File: src/sv/bmpcrop_pkg.sv
// Shared types and constants for the BMP row crop block.
package bmpcrop_pkg;

    // Fixed register field widths.
    localparam int DIM_W = 13;  // source and window dimensions
    localparam int POS_W = 12;  // window left and top
    localparam int LIN_W = 16;  // byte position within a row, holds 3 * (2**DIM_W - 1)
    localparam int CFG_ADDR_W = 3;

    // Configuration register indexes.
    typedef enum logic [CFG_ADDR_W-1:0] {
        CFG_SOURCE_WIDTH  = 3'd0,
        CFG_SOURCE_HEIGHT = 3'd1,
        CFG_WINDOW_LEFT   = 3'd2,
        CFG_WINDOW_TOP    = 3'd3,
        CFG_WINDOW_WIDTH  = 3'd4,
        CFG_WINDOW_HEIGHT = 3'd5
    } cfg_reg_e;

    // One forwarded window byte plus the padding that may follow it.
    typedef struct packed {
        logic [7:0] data;      // source pixel byte
        logic       last;      // last pixel byte of its output row
        logic [1:0] npad;      // output row padding count
        logic       img;       // row is the last output row of the image
    } crop_item_t;

endpackage

File: src/sv/bmpcrop_locate.sv
// Window decode: decides whether a source byte lies inside the clipped crop window.
module bmpcrop_locate import bmpcrop_pkg::*; #(
    parameter int BIR_W = 14,
    parameter int ROW_W = 12
) (
    input  logic [DIM_W-1:0] src_w,
    input  logic [DIM_W-1:0] src_h,
    input  logic [POS_W-1:0] win_x,
    input  logic [POS_W-1:0] win_y,
    input  logic [DIM_W-1:0] win_w,
    input  logic [DIM_W-1:0] win_h,
    input  logic [BIR_W-1:0] byte_pos,
    input  logic [ROW_W-1:0] row,
    input  logic [7:0]       data,
    output logic             hit,
    output crop_item_t       item
);

    logic [DIM_W-1:0] room;
    logic [DIM_W-1:0] ew;
    logic             rows_ok;
    logic [DIM_W:0]   y_ext;
    logic [DIM_W:0]   h_ext;
    logic [DIM_W:0]   y_plus_h;
    logic [DIM_W:0]   hi;
    logic [DIM_W:0]   lo;
    logic [DIM_W:0]   row_ext;
    logic [LIN_W-1:0] first;
    logic [LIN_W-1:0] span;
    logic [LIN_W-1:0] last;
    logic [LIN_W-1:0] pos_ext;

    always_comb begin
        // Clip window width against the source.
        room = src_w - DIM_W'(win_x);
        if (DIM_W'(win_x) >= src_w) begin
            ew = '0;
        end else if (win_w < room) begin
            ew = win_w;
        end else begin
            ew = room;
        end

        y_ext    = (DIM_W+1)'(win_y);
        h_ext    = (DIM_W+1)'(win_h);
        y_plus_h = y_ext + h_ext;
        rows_ok  = (y_ext < (DIM_W+1)'(src_h)) && (win_h != '0) && (ew != '0);
        hi       = rows_ok ? ((DIM_W+1)'(src_h) - 1'b1 - y_ext) : '0;
        lo       = (rows_ok && (y_plus_h < (DIM_W+1)'(src_h))) ?
                   ((DIM_W+1)'(src_h) - y_plus_h) : '0;
        row_ext  = (DIM_W+1)'(row);

        // Byte span of the window inside a row: three bytes per pixel.
        first   = (LIN_W'(win_x) << 1) + LIN_W'(win_x);
        span    = LIN_W'(win_x) + LIN_W'(ew);
        last    = (span << 1) + span - 1'b1;
        pos_ext = LIN_W'(byte_pos);

        hit = rows_ok && (row_ext >= lo) && (row_ext <= hi) &&
              (pos_ext >= first) && (pos_ext <= last);

        item.data = data;
        item.last = (pos_ext == last);
        item.npad = ew[1:0];
        item.img  = (row_ext == hi);
    end

endmodule

File: src/sv/bmpcrop_pad_ser.sv
// Output stage: emits a window byte and then any inserted row padding, one per transaction.
module bmpcrop_pad_ser import bmpcrop_pkg::*; (
    input  logic       aclk,
    input  logic       aresetn,
    input  logic       load,
    input  crop_item_t load_item,
    output logic       free,
    output logic       m_valid,
    input  logic       m_ready,
    output logic [7:0] m_out_byte,
    output logic       m_is_padding,
    output logic       m_row_done,
    output logic       m_image_done
);

    logic       valid_reg, valid_next;
    logic       byte_pend_reg, byte_pend_next;
    logic [1:0] pads_reg, pads_next;
    crop_item_t item_reg, item_next;
    logic       take;
    logic       final_take;
    logic       pad_end;

    always_comb begin
        take       = valid_reg && m_ready;
        final_take = take && ((byte_pend_reg && (pads_reg == 2'd0)) ||
                              (!byte_pend_reg && (pads_reg == 2'd1)));
        free       = !valid_reg || final_take;
        pad_end    = (pads_reg == 2'd1);

        m_valid = valid_reg;
        if (byte_pend_reg) begin
            m_out_byte   = item_reg.data;
            m_is_padding = 1'b0;
            m_row_done   = (pads_reg == 2'd0) && item_reg.last;
            m_image_done = (pads_reg == 2'd0) && item_reg.last && item_reg.img;
        end else begin
            m_out_byte   = '0;
            m_is_padding = 1'b1;
            m_row_done   = pad_end;
            m_image_done = pad_end && item_reg.img;
        end

        valid_next     = valid_reg;
        byte_pend_next = byte_pend_reg;
        pads_next      = pads_reg;
        item_next      = item_reg;
        if (take) begin
            if (byte_pend_reg) begin
                byte_pend_next = 1'b0;
            end else begin
                pads_next = pads_reg - 2'd1;
            end
            if (final_take) begin
                valid_next = 1'b0;
            end
        end
        if (load) begin
            valid_next     = 1'b1;
            byte_pend_next = 1'b1;
            pads_next      = load_item.last ? load_item.npad : 2'd0;
            item_next      = load_item;
        end
    end

    always_ff @(posedge aclk) begin
        if (!aresetn) begin
            valid_reg     <= 1'b0;
            byte_pend_reg <= 1'b0;
            pads_reg      <= 2'd0;
        end else begin
            valid_reg     <= valid_next;
            byte_pend_reg <= byte_pend_next;
            pads_reg      <= pads_next;
        end
        item_reg <= item_next;
    end

endmodule

File: src/sv/bmp_row_padded_crop.sv
// Top level of the streaming crop for bottom-up 24-bit BMP pixel data.
//
// Feed the pixel data of a bottom-up 24-bit BMP one byte per input transaction in
// storage order, source row padding included; assert s_frame_start on the first byte
// of an image to restart the row and byte counters there. The block passes on the
// bytes that fall inside the crop window (window_top counted from the image top,
// clipped against the source), appends (clipped width mod 4) zero bytes after each
// output row, and flags the last byte of each output row and of the image. Input
// accepts one byte per cycle unless stalled; a window byte that ends an output row
// holds the output register while its padding bytes go out, so the input stalls
// only while the two-entry buffer (input register plus output register) is full.
// Bytes pass the input register, then the output register. Write configuration
// through the cfg_ channel only while the stream is idle; registers reset to a 1 x 1
// source and a 1 x 1 window at the origin, and there is no clearing pass after reset.
module bmp_row_padded_crop import bmpcrop_pkg::*; #(
    parameter int MAX_WIDTH  = 4096,
    parameter int MAX_HEIGHT = 4096
) (
    input  logic                  aclk,
    input  logic                  aresetn,
    // configuration write channel
    input  logic                  cfg_valid,
    output logic                  cfg_ready,
    input  logic [CFG_ADDR_W-1:0] cfg_addr,
    input  logic [DIM_W-1:0]      cfg_data,
    // source byte stream
    input  logic                  s_valid,
    output logic                  s_ready,
    input  logic [7:0]            s_pixel_byte,
    input  logic                  s_frame_start,
    // cropped byte stream
    output logic                  m_valid,
    input  logic                  m_ready,
    output logic [7:0]            m_out_byte,
    output logic                  m_is_padding,
    output logic                  m_row_done,
    output logic                  m_image_done
);

    // Dimension limits, capped at what the register fields can hold.
    localparam int DIM_MAX = (1 << DIM_W) - 1;
    localparam int WCAP    = (MAX_WIDTH  < DIM_MAX) ? MAX_WIDTH  : DIM_MAX;
    localparam int HCAP    = (MAX_HEIGHT < DIM_MAX) ? MAX_HEIGHT : DIM_MAX;
    localparam int BIR_W   = $clog2(3 * WCAP + 4);
    localparam int ROW_W   = $clog2(HCAP);

    // Configuration registers.
    logic [DIM_W-1:0] src_w_reg, src_h_reg, win_w_reg, win_h_reg;
    logic [POS_W-1:0] win_x_reg, win_y_reg;

    // Position counters.
    logic [BIR_W-1:0] bir_reg, bir_next, bir_base;
    logic [ROW_W-1:0] row_reg, row_next, row_base;
    logic [BIR_W:0]   bir_inc;
    logic [DIM_W:0]   row_inc;

    // Clamped source dimensions and the stored row length.
    logic [DIM_W-1:0] src_w;
    logic [DIM_W-1:0] src_h;
    logic [BIR_W-1:0] row_bytes;

    // Input register stage.
    logic       a_valid_reg, a_valid_next;
    crop_item_t a_item_reg, a_item_next;

    logic       s_take;
    logic       hit;
    crop_item_t hit_item;
    logic       ser_free;
    logic       ser_load;

    assign cfg_ready = 1'b1;

    // Register writes; indexes beyond the register list are dropped.
    always_ff @(posedge aclk) begin
        if (!aresetn) begin
            src_w_reg <= DIM_W'(1);
            src_h_reg <= DIM_W'(1);
            win_x_reg <= '0;
            win_y_reg <= '0;
            win_w_reg <= DIM_W'(1);
            win_h_reg <= DIM_W'(1);
        end else if (cfg_valid && cfg_ready) begin
            unique case (cfg_addr)
                CFG_SOURCE_WIDTH:  src_w_reg <= cfg_data;
                CFG_SOURCE_HEIGHT: src_h_reg <= cfg_data;
                CFG_WINDOW_LEFT:   win_x_reg <= cfg_data[POS_W-1:0];
                CFG_WINDOW_TOP:    win_y_reg <= cfg_data[POS_W-1:0];
                CFG_WINDOW_WIDTH:  win_w_reg <= cfg_data;
                CFG_WINDOW_HEIGHT: win_h_reg <= cfg_data;
                default: begin
                end
            endcase
        end
    end

    always_comb begin
        // Treat zero as one and saturate at the limit.
        if (src_w_reg == '0) begin
            src_w = DIM_W'(1);
        end else if (src_w_reg > DIM_W'(WCAP)) begin
            src_w = DIM_W'(WCAP);
        end else begin
            src_w = src_w_reg;
        end
        if (src_h_reg == '0) begin
            src_h = DIM_W'(1);
        end else if (src_h_reg > DIM_W'(HCAP)) begin
            src_h = DIM_W'(HCAP);
        end else begin
            src_h = src_h_reg;
        end
        // Three bytes per pixel plus the source row padding.
        row_bytes = (BIR_W'(src_w) << 1) + BIR_W'(src_w) + BIR_W'(src_w[1:0]);
    end

    // Input side: accept while the input register is empty or drains this cycle.
    assign s_ready  = !a_valid_reg || ser_free;
    assign s_take   = s_valid && s_ready;
    assign ser_load = a_valid_reg && ser_free;

    // Frame start restarts the counters at this very byte.
    assign bir_base = s_frame_start ? '0 : bir_reg;
    assign row_base = s_frame_start ? '0 : row_reg;

    bmpcrop_locate #(
        .BIR_W (BIR_W),
        .ROW_W (ROW_W)
    ) u_locate (
        .src_w    (src_w),
        .src_h    (src_h),
        .win_x    (win_x_reg),
        .win_y    (win_y_reg),
        .win_w    (win_w_reg),
        .win_h    (win_h_reg),
        .byte_pos (bir_base),
        .row      (row_base),
        .data     (s_pixel_byte),
        .hit      (hit),
        .item     (hit_item)
    );

    always_comb begin
        // Advance the byte counter; wrap rows, then the whole image.
        bir_inc  = (BIR_W+1)'(bir_base) + 1'b1;
        row_inc  = (DIM_W+1)'(row_base) + 1'b1;
        bir_next = bir_reg;
        row_next = row_reg;
        if (s_take) begin
            if (bir_inc >= (BIR_W+1)'(row_bytes)) begin
                bir_next = '0;
                if (row_inc >= (DIM_W+1)'(src_h)) begin
                    row_next = '0;
                end else begin
                    row_next = row_inc[ROW_W-1:0];
                end
            end else begin
                bir_next = bir_inc[BIR_W-1:0];
                row_next = row_base;
            end
        end

        // Hold a window byte in the input register; drop bytes outside the window.
        a_valid_next = a_valid_reg;
        a_item_next  = a_item_reg;
        if (ser_load) begin
            a_valid_next = 1'b0;
        end
        if (s_take) begin
            a_valid_next = hit;
            a_item_next  = hit_item;
        end
    end

    always_ff @(posedge aclk) begin
        if (!aresetn) begin
            bir_reg     <= '0;
            row_reg     <= '0;
            a_valid_reg <= 1'b0;
        end else begin
            bir_reg     <= bir_next;
            row_reg     <= row_next;
            a_valid_reg <= a_valid_next;
        end
        a_item_reg <= a_item_next;
    end

    bmpcrop_pad_ser u_pad_ser (
        .aclk         (aclk),
        .aresetn      (aresetn),
        .load         (ser_load),
        .load_item    (a_item_reg),
        .free         (ser_free),
        .m_valid      (m_valid),
        .m_ready      (m_ready),
        .m_out_byte   (m_out_byte),
        .m_is_padding (m_is_padding),
        .m_row_done   (m_row_done),
        .m_image_done (m_image_done)
    );

    // End of image always closes a row.
    assert property (@(posedge aclk) disable iff (!aresetn)
        m_valid && m_image_done |-> m_row_done)
        else $error("image end without row end");

    // Inserted padding carries zero data.
    assert property (@(posedge aclk) disable iff (!aresetn)
        m_valid && m_is_padding |-> (m_out_byte == 8'd0))
        else $error("padding byte not zero");

    // A blocked input register keeps its item.
    assert property (@(posedge aclk) disable iff (!aresetn)
        a_valid_reg && !ser_free |=> a_valid_reg && $stable(a_item_reg))
        else $error("input register lost a held item");

    // The row counter stays inside the height limit.
    assert property (@(posedge aclk) disable iff (!aresetn)
        s_take |=> ((DIM_W+1)'(row_reg) < (DIM_W+1)'(HCAP)))
        else $error("row counter beyond height limit");

endmodule

File: config.mk
export PLATFORM = sky130hd
export DESIGN_NAME = bmp_row_padded_crop
export DESIGN_NICKNAME = d
export VERILOG_FILES = /design/src/sv/bmpcrop_pkg.sv /design/src/sv/bmpcrop_locate.sv /design/src/sv/bmpcrop_pad_ser.sv /design/src/sv/bmp_row_padded_crop.sv
export SDC_FILE = /design/constraint.sdc
export NUM_CORES = 1
export LEC_CHECK = 0
export BUFFER_PORTS_ARGS = -buffer_cell sky130_fd_sc_hd__buf_2
export CAP_MARGIN = 0
export CELL_PAD_IN_SITES_DETAIL_PLACEMENT = 1
export CELL_PAD_IN_SITES_GLOBAL_PLACEMENT = 2
export CORE_MARGIN = 4
export CORE_UTILIZATION = 39
export CTS_CLUSTER_DIAMETER = 150
export CTS_CLUSTER_SIZE = 20
export DETAILED_ROUTE_END_ITERATION = 12
export PLACE_DENSITY_LB_ADDON = 0.1
export RECOVER_POWER = 25
export SLEW_MARGIN = 20
export SYNTH_ARGS = -nofsm -noshare
export SYNTH_HDL_FRONTEND = slang
export SYNTH_SLANG_ARGS = --single-unit
File: constraint.sdc
create_clock -name aclk -period 10.25 [get_ports aclk]
set_clock_uncertainty 0.15 [all_clocks]
set_input_delay 1.5375 -clock aclk [delete_from_list [all_inputs] [get_ports aclk]]
set_output_delay 1.5375 -clock aclk [all_outputs]
set_load 0.03 [all_outputs]
==> out/results.env, run 1 <==
OUTCOME='finished, final reports clean'
SYNTH_SIMPLE_GATE_AREA_SHARE_PCT=22.0
DRT_WL_TOTAL_UM=39000
POST_CTS_HOLD_BUFFER_COUNT=0
CLK_ROOT_BUFFER_CELL='sky130_fd_sc_hd__clkbuf_16'
GRT_FIRST_PASS_WIRELENGTH_UM=62500
PLACE.GP.CONGESTION=0.799
CTS_MADE_BUFFERS=17
DRIVE_ABOVE_1_SHARE_PCT=6.67
CTS.REPORTEDPATHS.CLKPINSLEW_NS=0.07
YOSYSUNIQUECELLTYPES=83
ROUTE.ANTENNA.REMAINING_NETS=0
FMAX_GHz=0.107
YOSYS_REGISTER_BITS=129
ARRIVAL_NS=9.51
DR.PASS1.ITERS=5
INSTANCES_NO_FILL=2035
DIE-AREA_SQ_UM=35300
NUMCLOCKSINKS=129
SWITCHING_SHARE_PCT=37.1
CRITICAL_PATH.SLOWEST_CELL='sky130_fd_sc_hd__dfxtp_1'
WORST_EP_REQUIRED_TIME_NS=10.43
COREAREA_SQ_UM=31700
PERIOD_MINUS_SLACK_NS=9.33
CRITICAL_PATH.N_BUFFERS_INVERTERS=5
NUM_ROWS=65
REMAINING_DRC_ERRORS=0
GLOBAL_ROUTE.OVERFLOW_TOTAL=0
WORST_PATH_LARGEST_CELL_DELAY_NS=0.45
FILLERS=3898
MAX_SLEW.WORST_PIN.SLEW_NS=1.00
AREAGROWTHSYNTHTOFINISH_PCT=9.38
TOTAL_SWITCHING_POWER_uW=691
DRT-VIAS-PER-INSTANCE=5.47
TIMING_MAX_TRANSITION_VIOLATIONS_FINAL=0
SHARE_OF_THE_SYNTHESIZED_AREA_IN_COMPOUND_GATES_AO_OA_AOI_OAI_PCT=19.6
DESIGN.FINAL.NETS=1878
SYNTH-EDFF-COUNT=22
POST_SYNTH_XOR_AREA_FRACTION_PCT=7.42
SYNTH.YOSYS.SEQ_AREA_SHARE_PCT=22.2
FINAL.PERIOD_UTILIZATION_PCT=91.0
TRITONCTS='built'
CTS_POST_SETUP_BUFFERS_INSERTED=0
DR_ITER_0_VIOLS=470
SYNTH_FLOP_TYPE='sky130_fd_sc_hd__dfxtp_1'
DIE_WIDTH_UM=188
ASYNCSETRESETFLOPFRACSYNTH_PCT=0
SETUP-TNS-FINAL_NS=0
PLACED_CELLS=2003
IR_WORST_VDD_mV=0.118
KIND_OF_CELL_WITH_THE_HIGHEST_COMBINED_DELAY_ON_THE_CRITICAL_PATH='compound AO/OA/AOI/OAI gates'
YOSYS_WARNINGS=0
DEEPEST_CLOCK_PATH_BUFFER_COUNT=2
CP_MAX_FO=12
POSTSYNTHCELLCOUNT=1599
IOPINCOUNT=44
MULTIINPUTGATEAREA_SQ_UM=9230
CP-START-KIND='flop'
GLOBALROUTETOTALUTIL_PCT=22.1
CRIT_TYPE='flop to flop'
GRT_ANTENNA_BEFORE_REPAIR=0
SEQ_POWER_SHARE_PCT=29.6
EFFECTIVE_UTILIZATION_AT_FLOORPLAN_PCT=39.8
SYNTH_NET_COUNT=1857
CLOCK_POWER_SHARE_PCT=33.4
CP_COMMON_CELL='sky130_fd_sc_hd__ha_1'
REPORT.FINAL.SETUP_VIOL=0
VIAS=11100
CTSRESIZECOUNT=0
P_COMB_SHARE_PCT=37.0
CAP_VIOL_MAX_COUNT=0
POST-DP-HPWL_UM=31500
VIA_COUNT_OF_THE_FIRST_GLOBAL_ROUTING_PASS=11300
FP.DIEH_UM=188
P_INT_mW=1.17
PORT_BUFFERS=42
GRT_START_MAX_NET_PINS=76
TOTAL_LEAKAGE_POWER_nW=6.11
POWER.DENSITY_nW_PER_UM2=135
RSZ0062_AT_GRT='false'
SEQCELLAREA_SQ_UM=2810
HOLD_CLASS='flop to flop'
YOSYS.AREA_SHARE.ADDER_PCT=23.0
NETLIST_AREA_SQ_UM=12600
MAX_SLEW_MARGIN_PCT=33.1
POST_DRT_WL_PER_CELL_UM=19.2
ENDPOINT_KIND='flop'
CTSHTREEMAXLEVEL=4
DOMINANT_COMBINATIONAL_CELL_FAMILY_BY_AREA_AFTER_SYNTHESIS='adder cells'
WORST_SKEW_PAIR.LATE_LATENCY_NS=0.44
AVGSYNTHCELLAREA_SQ_UM=7.89
MAX_FFS_PER_REGISTER=14
INSERTED_DIODES=0
HOLD_VIOL=0
SYNTHMUXAREASHARE_PCT=0.873
-- cell usage in the layout (no fill, tap or decap), types with 8 or more instances in the layout --
cell type                   Yosys  final
sky130_fd_sc_hd__nor2_1        77     77
sky130_fd_sc_hd__nand2b_1      26     26
sky130_fd_sc_hd__a211oi_1      10     10
sky130_fd_sc_hd__ha_1         221    221
sky130_fd_sc_hd__a21oi_1      176    176
sky130_fd_sc_hd__mux2i_1       11     11
sky130_fd_sc_hd__nor4_1         9      9
sky130_fd_sc_hd__o21bai_1      16     16
sky130_fd_sc_hd__nand3_1       41     41
sky130_fd_sc_hd__edfxtp_1      22     22
sky130_fd_sc_hd__and2_1        14     14
sky130_fd_sc_hd__xnor2_1       54     54
sky130_fd_sc_hd__a22oi_1        8      8
sky130_fd_sc_hd__o21ai_0       58     58
sky130_fd_sc_hd__xor2_1        51     51
sky130_fd_sc_hd__or3_1          9      9
sky130_fd_sc_hd__nor2b_1       65     65
sky130_fd_sc_hd__and3_1        11     11
sky130_fd_sc_hd__nand4_1       17     17
sky130_fd_sc_hd__nor3_1        27     27
sky130_fd_sc_hd__nand2_1      247    247
sky130_fd_sc_hd__o21a_1        19     19
sky130_fd_sc_hd__a21o_1        33     33
sky130_fd_sc_hd__inv_1        109    108
sky130_fd_sc_hd__dfxtp_1      107    105
sky130_fd_sc_hd__clkbuf_16      0     18
sky130_fd_sc_hd__or2_2          8      8
sky130_fd_sc_hd__a2bb2oi_1      8      8
sky130_fd_sc_hd__buf_2          4     41
-- logic make-up after synthesis --
group,Yosys count
adders and majority gates,228
and+or+nand+nor,576
other,1
muxes,11
AOI/OAI and AO/OA,393
buffers and inverters,155
xor gates and xnor gates,106
DFF,129
-- worst reg2reg max path, delay by kind of cell, from the launching register on --
kind            cells  cell delay, ns
compound gates     16            3.47
fa+ha+maj           8            2.25
simple gates       15            1.99
xor+xnor            3            0.49
flops               1            0.45
buf+inv             5            0.42
-- path summary, 6_finish.rpt --
kind                                startpoint                endpoint  slack [ns]  cells past startpoint
worst max-delay path              src_w_reg[1]             a_valid_reg        0.92                     47
worst min-delay path            a_item_reg[11]  u_pad_ser.item_reg[11]        0.27                      0
worst max register to register    src_w_reg[1]             a_valid_reg        0.92                     47
worst min register to register  a_item_reg[11]  u_pad_ser.item_reg[11]        0.27                      0
-- layout make-up --
class / instances / share of cell area (%)
Clock buffer: 19 / 3.29
Tap cell: 402 / 3.65
Clock inverter: 13 / 1.03
Sequential cell: 129 / 20.4
Inverter: 109 / 2.97
Multi-Input combinational cell: 1315 / 66.9
Timing Repair Buffer: 48 / 1.84
-- cells in the mapped netlist (4+ instances only) --
| master | count | area, sq um |
|---|---|---|
| sky130_fd_sc_hd__and2_1 | 14 | 87.6 |
| sky130_fd_sc_hd__nor2_1 | 77 | 289 |
| sky130_fd_sc_hd__inv_1 | 109 | 409 |
| sky130_fd_sc_hd__clkbuf_1 | 32 | 120 |
| sky130_fd_sc_hd__nor2b_1 | 65 | 407 |
| sky130_fd_sc_hd__fa_1 | 7 | 140 |
| sky130_fd_sc_hd__or2_2 | 8 | 50.1 |
| sky130_fd_sc_hd__dfxtp_1 | 107 | 2140 |
| sky130_fd_sc_hd__buf_2 | 4 | 20.0 |
| sky130_fd_sc_hd__nor3_1 | 27 | 135 |
| sky130_fd_sc_hd__a21o_1 | 33 | 248 |
| sky130_fd_sc_hd__mux2i_1 | 11 | 110 |
| sky130_fd_sc_hd__o21bai_1 | 16 | 120 |
| sky130_fd_sc_hd__xnor2_1 | 54 | 473 |
| sky130_fd_sc_hd__a2111oi_0 | 4 | 35.0 |
| sky130_fd_sc_hd__a31oi_1 | 6 | 37.5 |
| sky130_fd_sc_hd__and4_1 | 4 | 35.0 |
| sky130_fd_sc_hd__or3_1 | 9 | 56.3 |
| sky130_fd_sc_hd__o21ai_0 | 58 | 290 |
| sky130_fd_sc_hd__ha_1 | 221 | 2770 |
| sky130_fd_sc_hd__a211oi_1 | 10 | 75.1 |
| sky130_fd_sc_hd__nand3_1 | 41 | 205 |
| sky130_fd_sc_hd__xor2_1 | 51 | 447 |
| sky130_fd_sc_hd__nand3b_1 | 5 | 37.5 |
| sky130_fd_sc_hd__nand2b_1 | 26 | 163 |
| sky130_fd_sc_hd__and3_1 | 11 | 68.8 |
| sky130_fd_sc_hd__nor4_1 | 9 | 56.3 |
| sky130_fd_sc_hd__o211ai_1 | 7 | 52.6 |
| sky130_fd_sc_hd__a2bb2oi_1 | 8 | 70.1 |
| sky130_fd_sc_hd__buf_1 | 7 | 26.3 |
| sky130_fd_sc_hd__nand2_1 | 247 | 927 |
| sky130_fd_sc_hd__a22oi_1 | 8 | 60.1 |
| sky130_fd_sc_hd__a21oi_1 | 176 | 881 |
| sky130_fd_sc_hd__edfxtp_1 | 22 | 661 |
| sky130_fd_sc_hd__nand4_1 | 17 | 106 |
| sky130_fd_sc_hd__o21a_1 | 19 | 143 |
-- stage by stage --
step | setup WS [ns] | hold WS [ns] | area, sq um | utilization, % | power (mW)
floorplan | 1.57 | 0.250 | 12600 | - | 1.06
global placement | 0.997 | 0.252 | 13200 | 41.6 | 1.24
detailed placement | 0.626 | 0.256 | 13200 | 41.6 | 1.25
CTS | 0.563 | 0.271 | 13800 | 43.5 | 1.87
global route | 0.00702 | 0.275 | 13800 | 43.5 | 1.98
finish | 0.918 | 0.273 | 13800 | 43.5 | 1.86
-- power groups by stage --
| stage | combinational [mW] | sequential (mW) | clock, mW |
|---|---|---|---|
| 3_5_place_dp | 0.685 | 0.562 | 0 |
| 4_1_cts | 0.689 | 0.551 | 0.635 |
| 5_1_grt | 0.776 | 0.553 | 0.654 |
| 6_report | 0.689 | 0.550 | 0.622 |
| 3_3_place_gp | 0.676 | 0.561 | 0 |
| 2_1_floorplan | 0.509 | 0.553 | 0 |
-- routing by layer --
layer  routed length (um)  track usage [%]  share of wire (%)  vias to the layer above
met4                  307             3.78               0.79                        0
met1                20600             32.4                 53                     5342
met3                  778             2.61                2.0                       21
li1                     -                -                  -                     5673
met2                17300             35.5                 44                      105
met5                    0                0                  0                        -
Note: power is estimated with default switching activity, not from simulation.
==> inputs of run 2 (changes only) <==
- MAX_ROUTING_LAYER: not set -> met4
- PLACE_DENSITY_LB_ADDON: 0.1 -> 0.08
==> out/results.env, run 2 (synthesis results as in run 1) <==
MAX_SLEW_MARGIN_PCT=32.0  # was 33.1%
TIMING.FINAL.WS_SETUP_NS=0.801  # was 0.918 ns
DRIVE_ABOVE_1_SHARE_PCT=6.55  # was 6.67%
MULTIINPUTGATEAREA_SQ_UM=9230  # about the same
CTS_MADE_BUFFERS=17  # unchanged
ENDPOINT_KIND='flop'  # unchanged
VIAS=11200  # was 11100
CLK_ROOT_BUFFER_CELL='sky130_fd_sc_hd__clkbuf_16'  # unchanged
VIA_COUNT_OF_THE_FIRST_GLOBAL_ROUTING_PASS=11300  # about the same
MAX_FFS_PER_REGISTER=14  # unchanged
MOSTFREQUENTLAYOUTCELL='sky130_fd_sc_hd__nand2_1'  # unchanged
SEQ_POWER_SHARE_PCT=29.7  # was 29.6%
ARRIVAL_NS=9.63  # was 9.51 ns
DR_ITER_0_VIOLS=572  # was 470
POST-ROUTE-UTIL_PCT=43.5  # about the same
IR_WORST_VDD_mV=0.117  # was 0.118 mV
POST_DRT_WL_PER_CELL_UM=19.3  # was 19.2 um
WORST_PATH_LARGEST_CELL_DELAY_NS=0.48  # was 0.45 ns
SEQCELLAREA_SQ_UM=2800  # was 2810 sq um
CLOCK_POWER_SHARE_PCT=33.5  # was 33.4%
DRT_WL_TOTAL_UM=39200  # was 39000 um
WORST_SKEW_PAIR.LATE_LATENCY_NS=0.44  # about the same
CP_COMMON_CELL='sky130_fd_sc_hd__ha_1'  # unchanged
GRT_FIRST_PASS_WIRELENGTH_UM=63000  # was 62500 um
GRT_START_MAX_NET_PINS=76  # unchanged
PLACE.GP.CONGESTION=0.893  # was 0.799
RSZ0062_AT_GRT='false'  # unchanged
TOTAL_SWITCHING_POWER_uW=687  # was 691 uW
CTS.REPORTEDPATHS.CLKPINSLEW_NS=0.07  # about the same
TOTAL_LEAKAGE_POWER_nW=6.10  # was 6.11 nW
PORT_BUFFERS=42  # unchanged
WORST_EP_REQUIRED_TIME_NS=10.44  # was 10.43 ns
DESIGN.FINAL.NETS=1878  # unchanged
NUM_ROWS=65  # unchanged
AREAGROWTHSYNTHTOFINISH_PCT=9.33  # was 9.38%
DIE_WIDTH_UM=188  # unchanged
HOLD_CLASS='flop to flop'  # unchanged
CP_MAX_FO=19  # was 12
NUMCLOCKSINKS=129  # unchanged
POST_CTS_HOLD_BUFFER_COUNT=0  # unchanged
INSERTED_DIODES=0  # unchanged
EFFECTIVE_UTILIZATION_AT_FLOORPLAN_PCT=39.8  # unchanged
OUTCOME='finished, final reports clean'  # unchanged
CAP_VIOL_MAX_COUNT=0  # unchanged
DEEPEST_CLOCK_PATH_BUFFER_COUNT=2  # unchanged
GRT_ANTENNA_BEFORE_REPAIR=0  # unchanged
REPORT.FINAL.SETUP_VIOL=0  # unchanged
GLOBAL_ROUTE.OVERFLOW_TOTAL=0  # unchanged
PLACE_WS_NS=0.688  # was 0.626 ns
LAYOUT_COMMON_CELLS='247 x sky130_fd_sc_hd__nand2_1, 221 x sky130_fd_sc_hd__ha_1, 176 x sky130_fd_sc_hd__a21oi_1, 108 x sky130_fd_sc_hd__inv_1, 106 x sky130_fd_sc_hd__dfxtp_1'  # was 247 x sky130_fd_sc_hd__nand2_1, 221 x sky130_fd_sc_hd__ha_1, 176 x sky130_fd_sc_hd__a21oi_1, 108 x sky130_fd_sc_hd__inv_1, 105 x sky130_fd_sc_hd__dfxtp_1
CRIT_TYPE='flop to flop'  # unchanged
GLOBALROUTETOTALUTIL_PCT=23.1  # was 22.1%
DIE-AREA_SQ_UM=35300  # unchanged
POST-DP-HPWL_UM=31800  # was 31500 um
CP-START-KIND='flop'  # unchanged
P_INT_mW=1.17  # about the same
P_COMB_SHARE_PCT=36.8  # was 37.0%
POWER.DENSITY_nW_PER_UM2=134  # was 135 nW/um^2
PERIOD_MINUS_SLACK_NS=9.45  # was 9.33 ns
CTSHTREEMAXLEVEL=4  # unchanged
POWER_mW=1.85  # was 1.86 mW
FP.DIEH_UM=188  # unchanged
DR.PASS1.ITERS=4  # was 5
REMAINING_DRC_ERRORS=0  # unchanged
ROUTE.ANTENNA.REMAINING_NETS=0  # unchanged
TIMING_MAX_TRANSITION_VIOLATIONS_FINAL=0  # unchanged
COREAREA_SQ_UM=31700  # unchanged
FINAL.PERIOD_UTILIZATION_PCT=92.2  # was 91.0%
DRT-VIAS-PER-INSTANCE=5.48  # was 5.47
MAX_SLEW.WORST_PIN.SLEW_NS=1.01  # was 1.00 ns
CRITICAL_PATH.SLOWEST_CELL='sky130_fd_sc_hd__dfxtp_1'  # unchanged
FILLERS=3890  # was 3898
FMAX_GHz=0.106  # was 0.107 GHz
SWITCHING_SHARE_PCT=37.1  # about the same
HOLD_VIOL=0  # unchanged
SETUP-TNS-FINAL_NS=0  # unchanged
IOPINCOUNT=44  # unchanged
TRITONCTS='built'  # unchanged
## run 2: critical path, delay by kind of cell, from the launching register on
kind / cells / cell delay [ns]
simple gates: 17 / 2.26
compound gates: 16 / 3.18
buf+inv: 5 / 0.56
flops: 1 / 0.48
fa+ha+maj: 8 / 2.19
xor+xnor: 3 / 0.53
## run 2: area by class of cell
class / count / area share, %
flip-flops and latches: 129 / 20.3
well taps: 402 / 3.65
inverters: 109 / 2.97
multi-input cells: 1315 / 66.9
repair buffers: 48 / 1.82
clock buffers: 18 / 3.27
clock inverters: 14 / 1.04
## run 2: metal layers
layer  vias to the layer above  share of wire (%)  GRT usage [%]  routed length (um)
met3                        31                2.2           2.61                 873
met4                         0                1.2           4.26                 468
li1                       5655                  -              -                   -
met1                      5340                 53           33.2               20800
met2                       125                 44           35.4               17100
met5                         -                  0              -                   0
## run 2: stage by stage
stage	hold slack [ns]	std cells	area, sq um
5_1_grt	0.278	2035	13800
2_1_floorplan	0.250	1599	12600
3_5_place_dp	0.256	2003	13200
3_3_place_gp	0.251	2003	13200
4_1_cts	0.266	2035	13800
6_report	0.263	2035	13800
## run 2: final timing paths
| check | slack (ns) | from | cells after the start | endpoint |
|---|---|---|---|---|
| min | 0.26 | a_item_reg[0] | 0 | u_pad_ser.item_reg[0] |
| max reg2reg | 0.80 | src_w_reg[1] | 49 | a_valid_reg |
| min reg2reg | 0.26 | a_item_reg[0] | 0 | u_pad_ser.item_reg[0] |
| max | 0.80 | src_w_reg[1] | 49 | a_valid_reg |
## run 2: what timing repair did
action	in CTS	in global routing
endpoints found under the setup margin	0	1
setup buffers	0	0
resized for setup	0	3
## run 2: power by group through the flow
stage / Sequential (mW) / Combinational [mW] / Clock, mW
after floorplan: 0.553 / 0.509 / 0
after global placement: 0.561 / 0.670 / 0
after detailed placement: 0.562 / 0.680 / 0
after CTS: 0.551 / 0.685 / 0.638
after global routing: 0.552 / 0.769 / 0.662
final: 0.550 / 0.682 / 0.622
==> inputs of run 3 (changes only) <==
- CORE_ASPECT_RATIO: not set -> 0.8
==> out/results.env, run 3 (synthesis results as in run 1) <==
GRT_FIRST_PASS_WIRELENGTH_UM=62900  # was 63000 um
CP-START-KIND='flop'  # unchanged
GLOBAL_ROUTE.OVERFLOW_TOTAL=0  # unchanged
PLACE.GP.CONGESTION=0.874  # was 0.893
VIAS=11100  # was 11200
GLOBALROUTETOTALUTIL_PCT=23.0  # was 23.1%
FINAL.PERIOD_UTILIZATION_PCT=91.3  # was 92.2%
DRT_WL_TOTAL_UM=39500  # was 39200 um
IOPINCOUNT=44  # unchanged
WORST_PATH_LARGEST_CELL_DELAY_NS=0.57  # was 0.48 ns
ROUTE.ANTENNA.REMAINING_NETS=0  # unchanged
DESIGN.FINAL.NETS=1881  # was 1878
CAP_VIOL_MAX_COUNT=0  # unchanged
TIMING.HOLD.WS_NS=0.269  # was 0.263 ns
POST-DP-HPWL_UM=32200  # was 31800 um
MAX_FFS_PER_REGISTER=14  # unchanged
FINALINSTANCEAREA_SQ_UM=13900  # was 13800 sq um
CTS.REPORTEDPATHS.CLKPINSLEW_NS=0.06  # was 0.07 ns
MOSTFREQUENTLAYOUTCELL='sky130_fd_sc_hd__nand2_1'  # unchanged
NUM_ROWS=58  # was 65
PLACE_WS_NS=0.793  # was 0.688 ns
EFFECTIVE_UTILIZATION_AT_FLOORPLAN_PCT=39.9  # was 39.8%
CLK_ROOT_BUFFER_CELL='sky130_fd_sc_hd__clkbuf_16'  # unchanged
DETAILED_PLACE.AREA_SQ_UM=13200  # about the same
DIE_WIDTH_UM=209  # was 188 um
DIE-AREA_SQ_UM=35300  # about the same
TIMING_MAX_TRANSITION_VIOLATIONS_FINAL=0  # unchanged
VIA_COUNT_OF_THE_FIRST_GLOBAL_ROUTING_PASS=11000  # was 11300
CRIT_TYPE='flop to flop'  # unchanged
HOLD_VIOL=0  # unchanged
POWER.DENSITY_nW_PER_UM2=136  # was 134 nW/um^2
WORST_EP_REQUIRED_TIME_NS=10.42  # was 10.44 ns
NUMCLOCKSINKS=129  # unchanged
OUTCOME='finished, final reports clean'  # unchanged
KIND_OF_CELL_WITH_THE_HIGHEST_COMBINED_DELAY_ON_THE_CRITICAL_PATH='compound AO/OA/AOI/OAI gates'  # unchanged
POST_DRT_WL_PER_CELL_UM=19.2  # was 19.3 um
CP_COMMON_CELL='sky130_fd_sc_hd__ha_1'  # unchanged
GRT_ANTENNA_BEFORE_REPAIR=1  # was 0
IR_WORST_VDD_mV=0.128  # was 0.117 mV
SETUP-TNS-FINAL_NS=0  # unchanged
PORT_BUFFERS=42  # unchanged
INSERTED_DIODES=0  # unchanged
HOLD_CLASS='flop to flop'  # unchanged
DR_ITER_0_VIOLS=500  # was 572
ARRIVAL_NS=9.53  # was 9.63 ns
REMAINING_DRC_ERRORS=0  # unchanged
PERIOD_MINUS_SLACK_NS=9.36  # was 9.45 ns
RSZ0062_AT_GRT='false'  # unchanged
TIMING.FINAL.WS_SETUP_NS=0.892  # was 0.801 ns
CRITICAL_PATH.N_BUFFERS_INVERTERS=3  # was 5
WORST_SKEW_PAIR.LATE_LATENCY_NS=0.44  # about the same
MAX_SLEW.WORST_PIN.SLEW_NS=0.978  # was 1.01 ns
TOTAL_LEAKAGE_POWER_nW=6.13  # was 6.10 nW
FMAX_GHz=0.107  # was 0.106 GHz
REPORT.FINAL.SETUP_VIOL=0  # unchanged
COREAREA_SQ_UM=31600  # was 31700 sq um
CTSHTREEMAXLEVEL=4  # unchanged
CTS_MADE_BUFFERS=17  # unchanged
TRITONCTS='built'  # unchanged
DR.PASS1.ITERS=5  # was 4
ENDPOINT_KIND='flop'  # unchanged
CP_MAX_FO=21  # was 19
DRT-VIAS-PER-INSTANCE=5.38  # was 5.48
DRIVE_ABOVE_1_SHARE_PCT=6.72  # was 6.55%
DEEPEST_CLOCK_PATH_BUFFER_COUNT=2  # unchanged
MAX_SLEW_MARGIN_PCT=33.9  # was 32.0%
FP.DIEH_UM=169  # was 188 um
CRITICAL_PATH.SLOWEST_CELL='sky130_fd_sc_hd__dfxtp_2'  # was sky130_fd_sc_hd__dfxtp_1
GRT_START_MAX_NET_PINS=76  # unchanged
LAYOUT_COMMON_CELLS='247 x sky130_fd_sc_hd__nand2_1, 221 x sky130_fd_sc_hd__ha_1, 176 x sky130_fd_sc_hd__a21oi_1, 108 x sky130_fd_sc_hd__inv_1, 106 x sky130_fd_sc_hd__dfxtp_1'  # unchanged
AREAGROWTHSYNTHTOFINISH_PCT=9.81  # was 9.33%
-- run 3: changes by cell type in the layout (fill, tap and decap cells not counted), sizes merged --
cell,delta
buf,+4
clkbuf,-2
inv,+1
clkinvlp,-1
bufinv,+2
clkinv,-1
-- run 3: per-stage QoR --
step,power [mW],instances,util (%)
6_report,1.89,2056,43.8
5_1_grt,2.02,2056,43.8
4_1_cts,1.90,2056,43.8
3_5_place_dp,1.25,2024,41.8
3_3_place_gp,1.23,2024,41.8
2_1_floorplan,1.06,1599,-
-- run 3: worst paths after layout --
check,startpoint,end,slack (ns),cells past startpoint
worst max-delay path,src_w_reg[12],a_valid_reg,0.89,44
worst min-delay path,a_item_reg[9],u_pad_ser.item_reg[9],0.27,0
worst max register to register,src_w_reg[12],a_valid_reg,0.89,44
worst min register to register,a_item_reg[9],u_pad_ser.item_reg[9],0.27,0
-- run 3: per-layer routing --
metal	share of wire (%)	track usage [%]	vias to the layer above
met4	0.64	3.06	0
met2	40	32.2	149
met3	3.3	2.95	15
li1	-	-	5662
met1	56	36.0	5234
met5	0	-	-
-- run 3: worst register-to-register path: cells and delay by family, from the launching register on --
kind | cells | cell delay, ns
xor+xnor | 4 | 0.72
fa+ha+maj | 7 | 2.06
buf+inv | 3 | 0.18
flops | 1 | 0.57
compound gates | 17 | 3.45
simple gates | 13 | 2.12
-- run 3: what timing repair did --
| item | in CTS | in global routing |
|---|---|---|
| gates resized for setup | 0 | 2 |
| setup endpoints to repair | 0 | 1 |
| setup buffers | 0 | 0 |
| hold buffers | 0 | 0 |
-- run 3: area by class of cell --
class / instances / area (sq um)
Clock inverter: 15 / 190
Multi-Input combinational cell: 1315 / 9220
Sequential cell: 129 / 2800
Clock buffer: 17 / 425
Inverter: 109 / 409
Timing Repair Buffer: 51 / 275
Tap cell: 420 / 526
Fill cell: 3878 / 17800
-- run 3: power by group --
group / switching [mW] / internal (mW)
logic: 0.409 / 0.278
registers: 0.0169 / 0.534
clock network: 0.262 / 0.389
total: 0.688 / 1.20
